===== src/design/mrc_pkg.sv =====
// Package with the shared types and constants of the cell index converter.
`default_nettype none
package mrc_pkg;

  localparam int ID_W       = 31;
  localparam int DIG_W      = 15;
  localparam int MODE_W     = 2;
  localparam int STATUS_W   = 2;
  localparam int NREG_DIMS  = 4;
  // Quotient bits retired per pipeline stage and stages per divided digit.
  localparam int DIV_BITS   = 4;
  localparam int QUO_W      = ID_W + 1;
  localparam int DIV_STAGES = QUO_W / DIV_BITS;
  localparam int REM_W      = DIG_W + 1;
  localparam int ADDR_W     = 5;
  localparam int DATA_W     = 32;

  typedef enum logic [MODE_W-1:0] {
    MODE_ID2COORD = 2'd0,
    MODE_COORD2ID = 2'd1,
    MODE_NEXT     = 2'd2,
    MODE_NOP      = 2'd3
  } mode_e;

  typedef enum logic [STATUS_W-1:0] {
    ST_OK    = 2'd0,
    ST_RANGE = 2'd1,
    ST_WRAP  = 2'd2
  } status_e;

  typedef enum logic [2:0] {
    REG_NUM_DIMS   = 3'd0,
    REG_DIM_SIZE_0 = 3'd1,
    REG_DIM_SIZE_1 = 3'd2,
    REG_DIM_SIZE_2 = 3'd3,
    REG_DIM_SIZE_3 = 3'd4,
    REG_FIRST_CELL = 3'd5
  } reg_idx_e;

  typedef logic [NREG_DIMS-1:0][DIG_W-1:0] digits_t;

  // Configuration seen by the datapath.
  typedef struct packed {
    logic [2:0]      num_dims;
    digits_t         dim_size;
    logic [ID_W-1:0] first_cell;
  } cfg_t;

  // Payload carried from stage to stage.
  typedef struct packed {
    mode_e            mode;
    logic [QUO_W-1:0] quo;
    logic [REM_W-1:0] rem;
    logic [ID_W-1:0]  acc;
    digits_t          cin;
    digits_t          res;
    logic             range_err;
    logic             wrap;
  } pipe_t;

endpackage
`default_nettype wire


===== src/design/mrc_cfg_regs.sv =====
// APB configuration registers of the cell index converter.
`default_nettype none
module mrc_cfg_regs
  import mrc_pkg::*;
(
  input  wire logic              clk_i,
  input  wire logic              rst_ni,
  input  wire logic              psel,
  input  wire logic              penable,
  input  wire logic              pwrite,
  input  wire logic [ADDR_W-1:0] paddr,
  input  wire logic [DATA_W-1:0] pwdata,
  output logic      [DATA_W-1:0] prdata,
  output logic                   pready,
  output cfg_t                   cfg_o
);

  cfg_t     cfg_q;
  reg_idx_e idx;
  logic     wr_en;

  assign idx    = reg_idx_e'(paddr[ADDR_W-1:2]);
  assign wr_en  = psel & penable & pwrite;
  assign pready = 1'b1;
  assign cfg_o  = cfg_q;

  // Register writes on the access beat.
  always_ff @(posedge clk_i or negedge rst_ni) begin
    if (!rst_ni) begin
      cfg_q.num_dims   <= '0;
      cfg_q.dim_size   <= {NREG_DIMS{DIG_W'(1)}};
      cfg_q.first_cell <= '0;
    end else if (wr_en) begin
      case (idx)
        REG_NUM_DIMS:   cfg_q.num_dims    <= pwdata[2:0];
        REG_DIM_SIZE_0: cfg_q.dim_size[0] <= pwdata[DIG_W-1:0];
        REG_DIM_SIZE_1: cfg_q.dim_size[1] <= pwdata[DIG_W-1:0];
        REG_DIM_SIZE_2: cfg_q.dim_size[2] <= pwdata[DIG_W-1:0];
        REG_DIM_SIZE_3: cfg_q.dim_size[3] <= pwdata[DIG_W-1:0];
        REG_FIRST_CELL: cfg_q.first_cell  <= pwdata[ID_W-1:0];
        default: ;
      endcase
    end
  end

  // Read data.
  always_comb begin
    case (idx)
      REG_NUM_DIMS:   prdata = DATA_W'(cfg_q.num_dims);
      REG_DIM_SIZE_0: prdata = DATA_W'(cfg_q.dim_size[0]);
      REG_DIM_SIZE_1: prdata = DATA_W'(cfg_q.dim_size[1]);
      REG_DIM_SIZE_2: prdata = DATA_W'(cfg_q.dim_size[2]);
      REG_DIM_SIZE_3: prdata = DATA_W'(cfg_q.dim_size[3]);
      REG_FIRST_CELL: prdata = DATA_W'(cfg_q.first_cell);
      default:        prdata = '0;
    endcase
  end

endmodule
`default_nettype wire


===== config.mk =====
export PLATFORM = sky130hd
export DESIGN_NAME = mrc_cfg_regs
export DESIGN_NICKNAME = d
export VERILOG_FILES = /design/src/design/mrc_pkg.sv /design/src/design/mrc_cfg_regs.sv
export SDC_FILE = /design/constraint.sdc
export NUM_CORES = 1
export LEC_CHECK = 0
export ABC_AREA = 1
export BUFFER_PORTS_ARGS = -buffer_cell sky130_fd_sc_hd__buf_2
export CAP_MARGIN = 15
export CELL_PAD_IN_SITES_DETAIL_PLACEMENT = 0
export CELL_PAD_IN_SITES_GLOBAL_PLACEMENT = 1
export CORE_ASPECT_RATIO = 1.1
export CORE_MARGIN = 3
export CORE_UTILIZATION = 35
export CTS_CLUSTER_DIAMETER = 80
export DETAILED_ROUTE_END_ITERATION = 16
export PLACE_DENSITY = 0.76
export SLEW_MARGIN = 0
export SYNTH_ARGS = -nofsm -noshare
export SYNTH_HDL_FRONTEND = slang
export SYNTH_SLANG_ARGS = --single-unit
export TNS_END_PERCENT = 30

===== constraint.sdc =====
create_clock -name clk_i -period 2.52 [get_ports clk_i]
set_input_delay 0.378 -clock clk_i [delete_from_list [all_inputs] [get_ports clk_i]]
set_output_delay 0.378 -clock clk_i [all_outputs]
set_load 0.01 [all_outputs]

==> results.py, run 1 <==
metrics = {
    "run_status": {
        "status": "finished with violations",
        "failed_checks": "hold timing",
    },
    "cells_and_area": {
        "syn_to_final_growth_pct": 25.22,
        "num_antenna_cells": 0,
        "nNetsFinal": 779,
        "multiInputGateArea_mm2": 0.001824,
        "regArea_mm2": 0.002357,
        "fillers": 1331,
        "drive_gt1_frac": 0.2978,
        "largest_reg_flops": 94,
    },
    "global_route": {
        "busiest_layer": "met2",
        "grt_util_met1": 0.2521,
        "overflow": 0,
        "grt_max_degree": 57,
        "grt_antenna_before_repair": 0,
        "grt_pass1_vias": 4049,
        "grtUsageMet2": 0.2970,
        "grtUsageTotal": 0.1873,
        "grt_use_met3": 0.04627,
        "grt_pass1_wl_um": 21490,
    },
    "worst_setup_path": {
        "r2r_setup_slack_ns": 1.75,
        "critPathArrivalTime_ns": 1.71,
        "cp_slowest_cell": "inv_2",
        "cp_max_fo": 21,
        "crit_path_max_incr_delay_ns": 0.35,
        "crit_type": "input port to output port",
        "crit_chain": "buf_2 -> inv_2 -> nand3_4 -> buf_4 -> nor2_1 -> buf_2",
        "crit_required_ns": 2.14,
        "end_kind": "output port",
        "start_kind": "input port",
        "crit_top_cell": "buf_2",
    },
    "pwr": {
        "p_leak_nw": 3.293,
        "ir_drop_mv": 0.2871,
        "p_per_area_mw_per_mm2": 794.8,
    },
    "placement": {
        "io_buffers": 163,
        "dpl.hpwl_um": 10160,
        "place.gp.congestion": 0.8271,
    },
    "clock_network": {
        "cts_setup_buffers": 0,
        "hold_buffers": 0,
        "cts_max_path_buffers": 2,
        "cts_tree": "yes",
        "numCtsBuffers": 9,
        "ctsRootBufferMaster": "clkbuf_16",
        "htree_num_levels": 3,
        "cts.sinks": 94,
        "clk_pin_slew_ns": 0.07,
        "worstSkewPairLatency_ns": 0.35,
        "post_cts_resized": 0,
    },
    "sta": {
        "period_share": 0.8287,
        "whs_ns": -0.0003039,
        "fmax_mhz": 478.8,
        "fin_setup_tns_ns": 0,
        "setup_violations": 0,
        "relSlewSlack": 0.6298,
        "clock_skew_ns": 0,
        "finalHoldViolations": 1,
        "worst_pin_slew_ns": 0.5534,
        "drv_slew": 0,
        "rsz0062_at_grt": "no",
        "period_needed_ns": 2.088,
    },
    "yosys": {
        "netlist_area_mm2": 0.004753,
        "synth_compound_area_frac": 0.1111,
        "synth_top_area_share": 0.4738,
        "ys_ff_latch": 94,
        "synth_edf_count": 0,
        "synthSimpleGateAreaFrac": 0.2711,
        "synth_top_family_by_area": "simple AND/OR/NAND/NOR gates",
        "synth_cell_types": 23,
        "synth_seq_area_share": 0.4959,
        "syn_inst": 591,
        "synth_xor_area_frac": 0,
        "synth-async-reset-ratio": 1.000,
        "yosys_warnings": 0,
        "synth_fa_ha_area_frac": 0,
        "synth_top_cell_by_area": "dfrtp_1",
        "netlist_top_cells_area": "dfrtp_1 47%, nand2_1 13%, o21ai_0 6.8%",
        "synth.area.mux_share": 0,
        "ys.flop_type": "dfrtp_1",
        "synth_area_per_cell_um2": 8.043,
        "synth_nets": 633,
    },
    "routing": {
        "drc": 0,
        "via_count": 4294,
        "antenna_left": 0,
        "first_pass_iters": 5,
        "routed_wl_um": 13900,
        "drtIter0Drc": 267,
        "viasPerCell": 4.637,
        "post_drt_wl_per_cell_um": 15.01,
    },
    "floorplanning": {
        "die_area_mm2": 0.01502,
        "core_mm2": 0.01327,
        "initial_core_util": 0.3583,
        "die_y_um": 128.2,
        "io_pins": 169,
        "die_w_um": 117.1,
        "rows": 44,
    },
    "hold_path": {
        "hp-class": "input port to async pin",
    },
    "flow_run": {
        "max_cap_violations": 0,
    },
}
[cell families (layout without fill, tap and decap cells)]
group	Yosys count	in the layout
and+or+nand+nor	286	286
buffers and inverters	114	265
AOI/OAI and AO/OA	95	95
DFF	94	94
other	2	2
[cell usage after synthesis (2+ instances only)]
library cell	number
nor2_1	60
buf_6	13
buf_4	10
o21ai_1	16
nand4_1	23
inv_2	3
nand2_1	163
nand2_4	2
dfstp_2	4
buf_2	3
nor2_8	2
nand3_4	4
conb_1	2
dfrtp_1	90
o21ai_2	14
o21ai_0	65
nand3_1	28
inv_1	73
nor2_4	2
inv_4	2
clkbuf_1	10
[layout by cell type (no fill, tap or decap), types with 2 or more instances in the layout]
cell type,netlist,final
clkinvlp_4,0,2
o21ai_2,14,14
nand2_1,163,163
inv_1,73,73
nand4_1,23,23
nor2_1,60,60
nand2_4,2,2
inv_4,2,2
bufinv_16,0,3
nor2_8,2,2
buf_4,10,7
nor2_4,2,2
o21ai_1,16,16
o21ai_0,65,65
buf_12,0,2
buf_2,3,162
dfrtp_1,90,90
conb_1,2,2
inv_2,3,3
nand3_1,28,28
clkbuf_16,0,9
nand3_4,4,4
dfstp_2,4,4
[metal layers]
metal | vias up | part of all wire | routed length [um]
met5 | - | 0 | 0
met4 | 0 | 0.016 | 224
met3 | 15 | 0.069 | 954
met2 | 151 | 0.46 | 6423
met1 | 1978 | 0.45 | 6293
li1 | 2150 | - | -
[power by group]
| part | switching (mW) | internal (mW) | leakage [nW] |
|---|---|---|---|
| Clock | 0.596 | 0.969 | 0.159 |
| Combinational | 0.684 | 0.437 | 1.98 |
| Sequential | 0.223 | 1.82 | 1.16 |
[metrics by stage]
step                      worst slack, ns  total power, mW  area, um2  cells    util
final                              0.4316            4.731       5952    926  0.4486
after CTS                          0.4400            4.775       5952    926  0.4486
after global placement             0.4525            3.190       5613    910  0.4230
after global routing               0.2913            4.999       5952    926  0.4486
after detailed placement           0.4560            3.205       5613    910  0.4230
after floorplan                    0.9993            2.632       4753    591       -
[worst paths after layout]
kind | startpoint | cells past startpoint | to
setup / recovery | paddr[3] | 6 | prdata[16]
hold / removal | rst_ni | 1 | cfg_o[70]
setup reg to reg | cfg_o[31] | 2 | cfg_o[31]
hold reg to reg | cfg_o[31] | 2 | cfg_o[31]
max in group asynchronous | rst_ni | 2 | cfg_o[76]
min in group clk_i | pwdata[16] | 3 | cfg_o[16]
[critical path, delay by kind of cell]
family / cells / cell delay (ns)
buffers and inverters: 4 / 0.98
and+or+nand+nor: 2 / 0.35
[area by class of cell]
class | instances | area share
Inverter | 78 | 0.05003
Clock buffer | 10 | 0.03847
Clock inverter | 6 | 0.01850
Sequential cell | 94 | 0.3960
Multi-Input combinational cell | 383 | 0.3065
Timing Repair Buffer | 171 | 0.1518
Tap cell | 184 | 0.03868
No activity file was read; power rests on OpenSTA's default activity.
==> run 2: changes to the inputs <==
ABC_AREA = 0   (was 1)
PLACE_DENSITY = 0.74   (was 0.76)
clock period = 1.9 ns   (was 2.52 ns; I/O delays follow)
==> run 2 against run 1 <==
- the run now ends clean
- cell count shrank 30%
- sequential share of layout area grew 0.79 points
- setup slack lost 0.30 ns
- die area shrank 6.0%
==> results.py, run 2 <==
metrics = {
    "routing": {
        "routed-wl-met3_um": 661,
        "post_drt_wl_per_cell_um": 18.01,
        "met2WireLength_um": 5931,
        "drc": 0,
        "routed_wl_um": 11710,
        "via_count": 3273,
        "drtIter0Drc": 99,
        "met1_length_um": 4826,
        "antenna_left": 0,
        "first_pass_iters": 4,
        "viasPerCell": 5.035,
        "topRoutingLayerUsed": "met4",
    },
    "floorplanning": {
        "die_w_um": 113.6,
        "core_mm2": 0.01224,
        "die_area_mm2": 0.01412,
        "die_y_um": 124.3,
        "initial_core_util": 0.3639,
        "io_pins": 169,
        "rows": 42,
    },
    "worst_setup_path": {
        "cp_slowest_cell": "or2_2",
        "cp_max_fo": 9,
        "critical_path_buf_inv_count": 3,
        "crit_top_cell": "buf_2",
        "crit_path_start": "paddr[4]",
        "crit_path_max_incr_delay_ns": 0.46,
        "crit_chain": "buf_2 -> or2_2 -> buf_4 -> o221ai_1 -> buf_2",
        "end_kind": "output port",
        "start_kind": "input port",
        "critPathArrivalTime_ns": 1.49,
        "crit_required_ns": 1.62,
        "reg2reg_from": "cfg_o[50]",
        "crit_type": "input port to output port",
        "critPathTopFamily": "buffers and inverters",
    },
    "sta": {
        "rsz0062_at_grt": "no",
        "fmax_mhz": 564.4,
        "clock_skew_ns": 0,
        "fin_ws_ns": 0.1282,
        "finalHoldViolations": 0,
        "fin_setup_tns_ns": 0,
        "setup_violations": 0,
        "period_share": 0.9325,
        "drv_slew": 0,
        "whs_ns": 0.1594,
        "period_needed_ns": 1.772,
    },
    "cells_and_area": {
        "drive_gt1_frac": 0.5444,
        "largest_reg_flops": 94,
        "nNetsFinal": 533,
        "num_antenna_cells": 0,
        "syn_to_final_growth_pct": 30.97,
        "mostFrequentLayoutCell": "buf_2",
        "fillers": 1175,
        "layout_common_cells": "162 x buf_2, 90 x dfrtp_1, 49 x mux2_2",
    },
    "yosys": {
        "ys.flop_type": "dfrtp_1",
        "netlist_top_cells_area": "dfrtp_1 51%, mux2_2 12%, mux2_1 12%",
        "syn_inst": 318,
        "netlist_area_mm2": 0.004456,
        "yosys_warnings": 0,
        "synth_top_cell_by_area": "dfrtp_1",
        "synth_most_common_cell": "dfrtp_1",
        "synth_area_per_cell_um2": 14.01,
        "synth_cell_types": 27,
        "synth-async-reset-ratio": 1.000,
        "ys_ff_latch": 94,
        "synth_seq_area_share": 0.5291,
        "synth_edf_count": 0,
        "synth_nets": 360,
        "synth_top_area_share": 0.5055,
        "netlist_top_cells_count": "90 x dfrtp_1, 49 x mux2_2, 48 x mux2_1",
    },
    "clock_network": {
        "htree_num_levels": 3,
        "cts.sinks": 94,
        "clk_pin_slew_ns": 0.07,
        "cts_max_path_buffers": 2,
        "cts_setup_buffers": 0,
        "worstSkewPairLatency_ns": 0.34,
        "numCtsBuffers": 9,
        "cts_tree": "yes",
        "ctsRootBufferMaster": "clkbuf_16",
    },
    "placement": {
        "io_buffers": 163,
        "place.gp.congestion": 0.7708,
        "pre_cts_ws_ns": 0.02847,
        "dpl.hpwl_um": 8617,
    },
    "global_route": {
        "grt_pass1_vias": 3335,
        "grt_max_degree": 57,
        "overflow": 0,
        "grt_antenna_before_repair": 0,
        "grt_pass1_wl_um": 19160,
        "grtUsageTotal": 0.1753,
    },
    "pwr": {
        "p_leak_nw": 3.080,
        "ir_drop_mv": 0.3989,
        "total_power_mw": 6.068,
        "p_per_area_mw_per_mm2": 1040,
    },
    "hold_path": {
        "worstHoldStart": "pwdata[16]",
        "hp-class": "input port to register",
    },
    "flow_run": {
        "max_cap_violations": 0,
    },
    "run_status": {
        "status": "completed",
    },
}
run 2: kinds of logic after synthesis:
group / Yosys count / synth area share
compound gates: 18 / 0.03426
buf+inv: 22 / 0.03679
flops: 94 / 0.5291
other cells: 2 / 0.001686
simple gates: 57 / 0.07891
mux: 125 / 0.3193
run 2: area by class of cell:
class | instances | area [um2] | area share
multi-input cells | 202 | 1942 | 0.3328
repair buffers | 184 | 1028 | 0.1762
clock buffers | 11 | 232.7 | 0.03988
flip-flops and latches | 94 | 2357 | 0.4039
clock inverters | 5 | 82.58 | 0.01415
well taps | 154 | 192.7 | 0.03302
run 2: per-layer routing:
layer | GRT usage | vias up
li1 | - | 1502
met1 | 0.2242 | 1634
met2 | 0.2891 | 119
met3 | 0.03110 | 18
met4 | 0.07567 | 0
met5 | 0 | -
run 2: through the flow:
stage,std cells,instance area (um2),util
after CTS,650,5831,0.4762
final,650,5836,0.4766
after global placement,633,5505,0.4496
after detailed placement,633,5505,0.4496
after floorplan,318,4456,-
after global routing,650,5836,0.4766
run 2: final timing paths:
check / cells after the start / endpoint / slack [ns]
max: 5 / prdata[6] / 0.13
min: 2 / cfg_o[16] / 0.16
max reg2reg: 1 / cfg_o[50] / 1.08
min reg2reg: 1 / cfg_o[28] / 0.50
max in group asynchronous: 3 / cfg_o[31] / 0.92
min in group asynchronous: 2 / cfg_o[16] / 0.33
run 2: timing repair:
| action | 4_1_cts | 5_1_grt |
|---|---|---|
| hold endpoints to repair | 11 | 0 |
| setup endpoints to repair | 0 | 14 |
| hold buffers | 1 | 0 |
| resized for setup | 0 | 2 |
run 2: power by group:
part | total (mW) | switching (mW) | internal (mW)
logic | 1.47 | 0.715 | 0.751
clock network | 1.90 | 0.746 | 1.16
registers | 2.70 | 0.292 | 2.41
