**src/design/mrc_pkg.sv**
```systemverilog
// Package with the shared types and constants of the cell index converter.
`default_nettype none
package mrc_pkg;

  localparam int ID_W       = 31;
  localparam int DIG_W      = 15;
  localparam int MODE_W     = 2;
  localparam int STATUS_W   = 2;
  localparam int NREG_DIMS  = 4;
  // Quotient bits retired per pipeline stage and stages per divided digit.
  localparam int DIV_BITS   = 4;
  localparam int QUO_W      = ID_W + 1;
  localparam int DIV_STAGES = QUO_W / DIV_BITS;
  localparam int REM_W      = DIG_W + 1;
  localparam int ADDR_W     = 5;
  localparam int DATA_W     = 32;

  typedef enum logic [MODE_W-1:0] {
    MODE_ID2COORD = 2'd0,
    MODE_COORD2ID = 2'd1,
    MODE_NEXT     = 2'd2,
    MODE_NOP      = 2'd3
  } mode_e;

  typedef enum logic [STATUS_W-1:0] {
    ST_OK    = 2'd0,
    ST_RANGE = 2'd1,
    ST_WRAP  = 2'd2
  } status_e;

  typedef enum logic [2:0] {
    REG_NUM_DIMS   = 3'd0,
    REG_DIM_SIZE_0 = 3'd1,
    REG_DIM_SIZE_1 = 3'd2,
    REG_DIM_SIZE_2 = 3'd3,
    REG_DIM_SIZE_3 = 3'd4,
    REG_FIRST_CELL = 3'd5
  } reg_idx_e;

  typedef logic [NREG_DIMS-1:0][DIG_W-1:0] digits_t;

  // Configuration seen by the datapath.
  typedef struct packed {
    logic [2:0]      num_dims;
    digits_t         dim_size;
    logic [ID_W-1:0] first_cell;
  } cfg_t;

  // Payload carried from stage to stage.
  typedef struct packed {
    mode_e            mode;
    logic [QUO_W-1:0] quo;
    logic [REM_W-1:0] rem;
    logic [ID_W-1:0]  acc;
    digits_t          cin;
    digits_t          res;
    logic             range_err;
    logic             wrap;
  } pipe_t;

endpackage
`default_nettype wire

```
**src/design/mrc_stage.sv**
```systemverilog
// Pipe stage: DIV_BITS restoring division steps; Horner step if SUB==0, GROUP>0.
`default_nettype none
module mrc_stage
  import mrc_pkg::*;
#(
  parameter int NDIM  = 4,
  parameter int GROUP = 0,
  parameter int SUB   = 0
) (
  input  wire logic       clk_i,
  input  wire logic       rst_ni,
  input  wire logic       adv_i,
  input  cfg_t            cfg_i,
  input  wire logic [2:0] n_used_i,
  input  wire logic       valid_i,
  input  pipe_t           data_i,
  output logic            valid_o,
  output pipe_t           data_o
);

  localparam int HK = NDIM - 1 - GROUP;

  logic             valid_q;
  pipe_t            data_q;
  pipe_t            data_d;
  logic [DIG_W-1:0] divisor;
  logic [REM_W-1:0] r;
  logic [QUO_W-1:0] q;
  logic [ID_W+DIG_W-1:0] prod;

  // Dimensions past the used count divide by one, which leaves the value alone.
  assign divisor = (3'(GROUP) < n_used_i) ? cfg_i.dim_size[GROUP] : DIG_W'(1);
  assign prod    = cfg_i.dim_size[HK] * data_i.acc;

  always_comb begin
    data_d = data_i;
    r = (SUB == 0) ? '0 : data_i.rem;
    q = data_i.quo;
    for (int j = 0; j < DIV_BITS; j++) begin
      r = {r[REM_W-2:0], q[QUO_W-1]};
      q = {q[QUO_W-2:0], 1'b0};
      if (r >= {1'b0, divisor}) begin
        r    = r - {1'b0, divisor};
        q[0] = 1'b1;
      end
    end
    data_d.rem = r;
    data_d.quo = q;
    // The remainder of the last step is this dimension's digit.
    if (SUB == DIV_STAGES - 1 && data_i.mode == MODE_ID2COORD) begin
      data_d.res[GROUP] = r[DIG_W-1:0];
    end
    // Horner step: acc = coord[k] + size[k] * acc, modulo the id width.
    if (SUB == 0 && GROUP > 0) begin
      data_d.acc = prod[ID_W-1:0] + ID_W'(data_i.cin[HK]);
    end
  end

  always_ff @(posedge clk_i or negedge rst_ni) begin
    if (!rst_ni) begin
      valid_q <= 1'b0;
    end else if (adv_i) begin
      valid_q <= valid_i;
    end
  end

  always_ff @(posedge clk_i) begin
    if (adv_i) begin
      data_q <= data_d;
    end
  end

  assign valid_o = valid_q;
  assign data_o  = data_q;

endmodule
`default_nettype wire

```
**config.mk**
```make
export PLATFORM = sky130hd
export DESIGN_NAME = mrc_stage
export DESIGN_NICKNAME = d
export VERILOG_FILES = /design/src/design/mrc_pkg.sv /design/src/design/mrc_stage.sv
export SDC_FILE = /design/constraint.sdc
export NUM_CORES = 1
export LEC_CHECK = 0
export BUFFER_PORTS_ARGS = -buffer_cell sky130_fd_sc_hd__buf_2
export CORE_AREA = 2 2 200 202
export CTS_CLUSTER_DIAMETER = 80
export DETAILED_ROUTE_END_ITERATION = 8
export DIE_AREA = 0 0 202 204
export PLACE_DENSITY = 0.5
export SYNTH_ARGS = -nofsm -noshare
export SYNTH_HDL_FRONTEND = slang
export SYNTH_SLANG_ARGS = --single-unit
```
**constraint.sdc**
```tcl
create_clock -name clk_i -period 0.9 [get_ports clk_i]
set_clock_uncertainty 0.1 [all_clocks]
set_input_delay 0.09 -clock clk_i [delete_from_list [all_inputs] [get_ports clk_i]]
set_output_delay 0.09 -clock clk_i [all_outputs]
set_load 0.1 [all_outputs]
```
==> results.txt, run 1 <==
status - finished with violations
violated checks - hold timing, setup timing
ratio of final minimum period to clock period - 741%
via count of the first global-routing pass - 8980
area share of and/or/nand/nor cells after synthesis - 8.87%
largest family of logic cells by synthesized area - compound AO/OA/AOI/OAI gates
CTS sink cnt - 204
fraction of synthesized cell area taken by the top area cell type - 66.8%
commonest cells after routing, fill and taps aside - sky130_fd_sc_hd__buf_4 (225), sky130_fd_sc_hd__buf_12 (210), sky130_fd_sc_hd__buf_2 (205), sky130_fd_sc_hd__edfxtp_1 (203), sky130_fd_sc_hd__dlygate4sd3_1 (187)
average detailed-routed wire length per instance - 19.2 µm
Detailed Route WL - 38500 µm
Layout area overhead - 119%
top cells by area, synth - sky130_fd_sc_hd__edfxtp_1 (67%), sky130_fd_sc_hd__ha_1 (6.4%), sky130_fd_sc_hd__mux2_1 (1.8%), sky130_fd_sc_hd__nor2_1 (1.7%), sky130_fd_sc_hd__xnor2_1 (1.6%)
largest stage delay on the critical path - 0.40 ns
initial cell density of the core - 23.3%
first-pass GRT wire length - 56500 µm
compound-gate portion of the synthesized area - 9.03%
worst max-slew margin expressed relative to the limit - 68.7%
CTS tree - built
tightest hold margin - -0.0115 ns
crit-path max FO - 8
kind of end point of the critical path - flop
data arrival time of the critical path - 6.84 ns
Worst Reg2Reg Path Length in Cells - 1
DIE AREA - 41200 µm²
layout cell share with drive strength beyond 1 - 53.5%
count of state elements after synthesis - 204
buffer depth of the longest clock path - 3
xor and xnor fraction of the mapped netlist area - 2.40%
number of hold violations in the final report - 8
post-cts hold buffer count - 187
worst slew pin tran - 0.458 ns
type of the tightest min-delay check - input pin to flop
die outline width - 202 µm
Core Region - 39200 µm²
GRT Overall Usage - 18.3%
Final ANT Viol Nets - 0
insertion delay to the later sink of the worst-skew pair - 0.52 ns
instance count after placement with tap cells included - 1731
post-synthesis adder-cell area fraction - 7.10%
CP max-delay cell - sky130_fd_sc_hd__or3_4
Worst-path clk slew - 0.06 ns
cts bufs inserted - 26
Boundary Pins - 508
Peak VDD IR - 1.30 mV
Syn Inst Count - 602
cell type contributing the most total cell area after synthesis - sky130_fd_sc_hd__edfxtp_1
total count of max-transition violations in the final report - 0
Syn. warnings - 0
post-synthesis sequential area ratio - 67.0%
min Tclk post-route - 6.67 ns
largest net degree at the start of global routing - 48
initial antenna violation count - 8
maximum achievable frequency - 150 MHz
Post-DP Area - 16600 µm²
number of maximum-capacitance violations - 0
Cell Rows - 73
CP Data Required Time - 1.07 ns
per-cell via count in the routed design - 4.22
syn avg cell area - 15.2 µm²
Power Total - 41.6 mW
Filler cells - 3254
number of I/O port buffers - 412
via count - 8467
leading cell type in the layout, fill and taps excluded - sky130_fd_sc_hd__buf_4
count of flip-flops with a built-in enable after synthesis - 203
Hold Crit Depth - 2
DP Wirelength - 29500 µm
Synthesized Nets - 956
most used flip-flop cell after synthesis - sky130_fd_sc_hd__edfxtp_1
root buffer selected by CTS - sky130_fd_sc_hd__clkbuf_16
remaining global-route overflow - 0
Final setup viols - 225
critical setup path kind - input pin to flop
First DRT Iteration DRCs - 455
Routability Congestion - 0.840
post-layout instance count excluding filler cells - 2008
final net count - 1813
htree depth - 1
crit path setup slack, layout - -5.77 ns
post-route design area - 20000 µm²
vertical extent of the die - 204 µm
crit path launch type - input pin
Cell Area, Synth - 9130 µm²
total negative slack - -189.28 ns
leakage power total - 8.79 nW
setup repair after global routing missed its margin - yes
async set-reset flop share out of synthesis - 0.490%
DR pass1 iterations - 4
mux contribution to synthesized area - 4.17%
PwrDens - 2080 nW/µm²
count of cell types in the netlist - 65
drc violations - 0
[repair_timing]
| item | CTS | global route |
|---|---|---|
| pin swaps | 15 | 35 |
| cloned | 1 | 0 |
| hold endpoints to repair | 195 | 8 |
| endpoints found under the setup margin | 225 | 225 |
| buffers inserted | 29 | 10 |
| resized for setup | 38 | 36 |
[routing by layer]
metal | share of wire [%] | global-route usage [%] | up-vias
met5 | 0.060 | 0 | -
met4 | 2.9 | 5.38 | 4
met3 | 4.8 | 2.93 | 58
met2 | 54 | 35.1 | 278
met1 | 38 | 20.8 | 4053
li1 | - | - | 4074
[per-stage QoR]
step / setup slack, ns / utilization, %
global route: -6.09 / 51.1
detailed placement: -6.56 / 42.5
floorplan: -6.18 / -
global placement: -6.44 / 42.5
CTS: -5.72 / 50.5
finish: -5.77 / 51.1
[cell usage after synthesis (all sizes together) (2+ instances only)]
library cell  count
a2111oi           2
a211oi            4
a21o             13
a21oi            22
a221o             3
a221oi            6
a31o              2
a31oi             3
and2              8
and3              2
buf               6
clkbuf            2
edfxtp          203
fa                3
ha               47
inv              21
mux2             27
mux2i             5
nand2            31
nand2b            7
nand3            10
nand4            12
nor2             41
nor2b            11
nor3              8
nor4              6
o2111ai           2
o211ai            3
o21a             14
o21ai            22
o31a              6
o31ai             3
or2               2
or3               5
xnor2            17
xor2              8
[final timing paths]
check	startpoint	endpoint	slack, ns
max	n_used_i[0]	data_o[167]	-5.77
min	adv_i	data_o[86]	-0.01
max reg2reg	valid_o	valid_o	-0.07
min reg2reg	valid_o	valid_o	0.51
max in group asynchronous	rst_ni	valid_o	0.29
min in group asynchronous	rst_ni	valid_o	0.29
[sequential cells by signal, indices dropped and copies added (netlist names)]
signal and cells:
data_o 203, valid_o 1
[kinds of logic (layout without fill, tap and decap cells)]
logic type,count (synthesis),count (layout)
AOI/OAI and AO/OA,113,113
xor gates and xnor gates,25,25
adders and majority gates,50,50
buffers and inverters,29,903
DFF,204,204
muxes,32,32
other,0,7
and+or+nand+nor,149,149
[power by group]
part,switching [mW],internal (mW),total (mW)
combinational,10.7,8.07,18.8
sequential,0.778,11.7,12.4
clock,4.09,6.30,10.4
[critical path: cells and delay by family]
family,cells,cell delay [ns]
compound gates,11,2.34
mux,3,0.84
xor+xnor,1,0.13
buf+inv,3,0.39
simple gates,10,2.02
fa+ha+maj,4,1.00
[cell type report]
| cell class | instances | area [µm²] | area share (%) |
|---|---|---|---|
| Antenna cell | 7 | 17.5 | 0.0874 |
| Clock buffer | 27 | 676 | 3.37 |
| Clock inverter | 18 | 179 | 0.893 |
| Inverter | 21 | 81.3 | 0.406 |
| Multi-Input combinational cell | 369 | 3380 | 16.9 |
| Sequential cell | 204 | 6120 | 30.6 |
| Tap cell | 525 | 657 | 3.28 |
| Timing Repair Buffer | 837 | 8920 | 44.5 |
Note: power is estimated with default switching activity, not from simulation.
==> run 2, diff against run 1 <==
--- a/config.mk
+++ b/config.mk
@@ -6,11 +6,13 @@
 export NUM_CORES = 1
 export LEC_CHECK = 0
 export BUFFER_PORTS_ARGS = -buffer_cell sky130_fd_sc_hd__buf_2
-export CORE_AREA = 2 2 200 202
+export CELL_PAD_IN_SITES_DETAIL_PLACEMENT = 0
+export CELL_PAD_IN_SITES_GLOBAL_PLACEMENT = 1
+export CORE_AREA = 2 2 197 199
 export CTS_CLUSTER_DIAMETER = 80
 export DETAILED_ROUTE_END_ITERATION = 8
-export DIE_AREA = 0 0 202 204
-export PLACE_DENSITY = 0.5
+export DIE_AREA = 0 0 199 201
+export PLACE_DENSITY = 0.63
 export SYNTH_ARGS = -nofsm -noshare
 export SYNTH_HDL_FRONTEND = slang
 export SYNTH_SLANG_ARGS = --single-unit
==> run 2 against run 1 <==
The flow still finishes with violations (hold timing, setup timing). Cell count down 0.75%. Sequential power about the same. Via count up 0.91%. Largest cell class unchanged. Largest power group unchanged. Highest routed layer is now met4.
==> results.txt, run 2 (same netlist as run 1, synthesis figures left out) <==
status - finished with violations
violated checks - hold timing, setup timing
critical setup path kind - input pin to flop
Cell Rows - 72 (-1.4%)
CP max-delay cell - sky130_fd_sc_hd__or3_4
kind of end point of the critical path - flop
number of I/O port buffers - 412 (unchanged)
vertical extent of the die - 201 µm (-1.5%)
commonest cells after routing, fill and taps aside - sky130_fd_sc_hd__buf_12 (216), sky130_fd_sc_hd__buf_4 (211), sky130_fd_sc_hd__buf_2 (206), sky130_fd_sc_hd__edfxtp_1 (203), sky130_fd_sc_hd__dlygate4sd3_1 (188)
min Tclk post-route - 6.55 ns (-0.125 ns)
flip-flop and latch area - 6120 µm² (unchanged)
Final setup viols - 228 (+1.3%)
area of the multi-input gates - 3400 µm² (+0.52%)
initial cell density of the core - 24.0% (+0.66 points)
largest stage delay on the critical path - 0.41 ns (about the same)
Worst-path clk slew - 0.06 ns (about the same)
CTS sink cnt - 204 (unchanged)
ratio of final minimum period to clock period - 727% (-14 points)
First DRT Iteration DRCs - 369 (-19%)
via count of the first global-routing pass - 9000 (+0.22%)
initial antenna violation count - 5 (-3)
final net count - 1806 (-0.39%)
average detailed-routed wire length per instance - 19.5 µm (+1.4%)
per-cell via count in the routed design - 4.29 (+1.7%)
setup repair after global routing missed its margin - yes
die outline width - 199 µm (-1.5%)
worst slew pin tran - 0.415 ns (-0.0439 ns)
number of maximum-capacitance violations - 0 (unchanged)
remaining global-route overflow - 0 (unchanged)
Filler cells - 3101 (-4.7%)
first-pass GRT wire length - 55800 µm (-1.2%)
Detailed Route WL - 38800 µm (+0.66%)
cell seen most often among critical-path stages - sky130_fd_sc_hd__buf_6
leakage power total - 8.70 nW (-1.0%)
buffer depth of the longest clock path - 3 (unchanged)
data arrival time of the critical path - 6.71 ns (-0.13 ns)
worst max-slew margin expressed relative to the limit - 72.3% (+3.6 points)
drc violations - 0 (unchanged)
Layout area overhead - 118%
root buffer selected by CTS - sky130_fd_sc_hd__clkbuf_16
DIE AREA - 40000 µm² (-2.9%)
total count of max-transition violations in the final report - 0 (unchanged)
Boundary Pins - 508 (unchanged)
DR pass1 iterations - 4 (unchanged)
largest net degree at the start of global routing - 24 (-50%)
maximum achievable frequency - 153 MHz (+1.9%)
tightest hold margin - -0.0697 ns (-0.0582 ns)
number of hold violations in the final report - 10 (+2)
CTS tree - built
Final ANT Viol Nets - 0 (unchanged)
Layout Utilization - 52.3% (+1.2 points)
PwrDens - 2000 nW/µm² (-3.5%)
CP Data Required Time - 1.06 ns (about the same)
DP Wirelength - 28800 µm (-2.5%)
Routability Congestion - 0.859 (+2.3%)
Core Region - 38100 µm² (-2.7%)
GRT Overall Usage - 18.7% (+0.38 points)
crit-path max FO - 12 (+4)
max FFs per register - 203 (unchanged)
Peak VDD IR - 1.11 mV (-15%)
Power Total - 39.9 mW (-4.1%)
type of the tightest min-delay check - input pin to flop
via count - 8544 (+0.91%)
crit path launch type - input pin
insertion delay to the later sink of the worst-skew pair - 0.52 ns (about the same)
leading cell type in the layout, fill and taps excluded - sky130_fd_sc_hd__buf_12
cts bufs inserted - 23 (-12%)
htree depth - 1 (unchanged)
layout cell share with drive strength beyond 1 - 53.1% (-0.39 points)
crit path setup slack, layout - -5.65 ns (+0.125 ns)
## run 2: changes by cell type in the layout (fill, tap and decap cells not counted), moves of 3 or more
cell / before / now
sky130_fd_sc_hd__buf_12: 210 / 216
sky130_fd_sc_hd__buf_4: 225 / 211
sky130_fd_sc_hd__bufinv_16: 3 / 0
sky130_fd_sc_hd__clkbuf_1: 0 / 3
sky130_fd_sc_hd__clkbuf_16: 27 / 23
sky130_fd_sc_hd__nor2_1: 37 / 33
sky130_fd_sc_hd__nor2_2: 3 / 6
## run 2: report_power, final
group,switching (mW),internal (mW),total (mW),leakage (nW)
combinational,10.7,8.09,18.8,6.37
clock,3.87,4.73,8.61,0.335
sequential,0.797,11.7,12.4,2.00
total,15.4,24.5,39.9,8.70
## run 2: critical path: cells and delay by family
family / cells / cell delay, ns
adder cells (fa/ha/maj): 4 / 1.07
buffers and inverters: 8 / 1.06
multiplexers: 2 / 0.57
AND/OR/NAND/NOR: 10 / 1.67
XOR/XNOR: 1 / 0.13
AO/OA/AOI/OAI: 12 / 2.13
## run 2: timing repair
item,in CTS,in global routing
cloned,1,0
setup buffers,18,11
setup endpoints to repair,225,228
hold buffers,188,1
hold endpoints to repair,203,18
gates resized for setup,62,24
pin swaps,38,20
## run 2: final timing paths
| check | cells after the start | slack, ns | start | to |
|---|---|---|---|---|
| max reg2reg | 2 | -0.21 | valid_o | valid_o |
| max in group asynchronous | 3 | 0.26 | rst_ni | valid_o |
| min reg2reg | 2 | 0.60 | valid_o | valid_o |
| min | 2 | -0.07 | adv_i | data_o[5] |
| max | 37 | -5.65 | n_used_i[2] | data_o[167] |
| min in group asynchronous | 3 | 0.32 | rst_ni | valid_o |
## run 2: cell type report
cell class	instances	share of cell area (%)
flip-flops and latches	204	30.7
well taps	518	3.25
diodes	7	0.0879
clock inverters	15	0.458
inverters	21	0.408
multi-input cells	369	17.1
clock buffers	26	2.94
repair buffers	833	45.1
## run 2: through the flow
stage / hold WS, ns / setup TNS [ns] / cell area (µm²) / std cells / setup WS, ns
5_1_grt: -0.0780 / -198.31 / 19900 / 1991 / -5.97
4_1_cts: -0.0925 / -191.30 / 19800 / 1978 / -5.76
6_report: -0.0697 / -186.20 / 19900 / 1993 / -5.65
2_1_floorplan: -0.306 / -149.05 / 9360 / 602 / -6.18
3_5_place_dp: -0.234 / -128.25 / 16800 / 1732 / -6.62
3_3_place_gp: -0.234 / -125.48 / 16800 / 1732 / -6.42
## run 2: metal layers
metal	global-route usage [%]	share of wire, %	up-vias
li1	-	-	4061
met1	19.8	36	4107
met2	36.4	54	311
met3	3.26	5.9	65
met4	6.82	3.5	0
met5	0	0	-
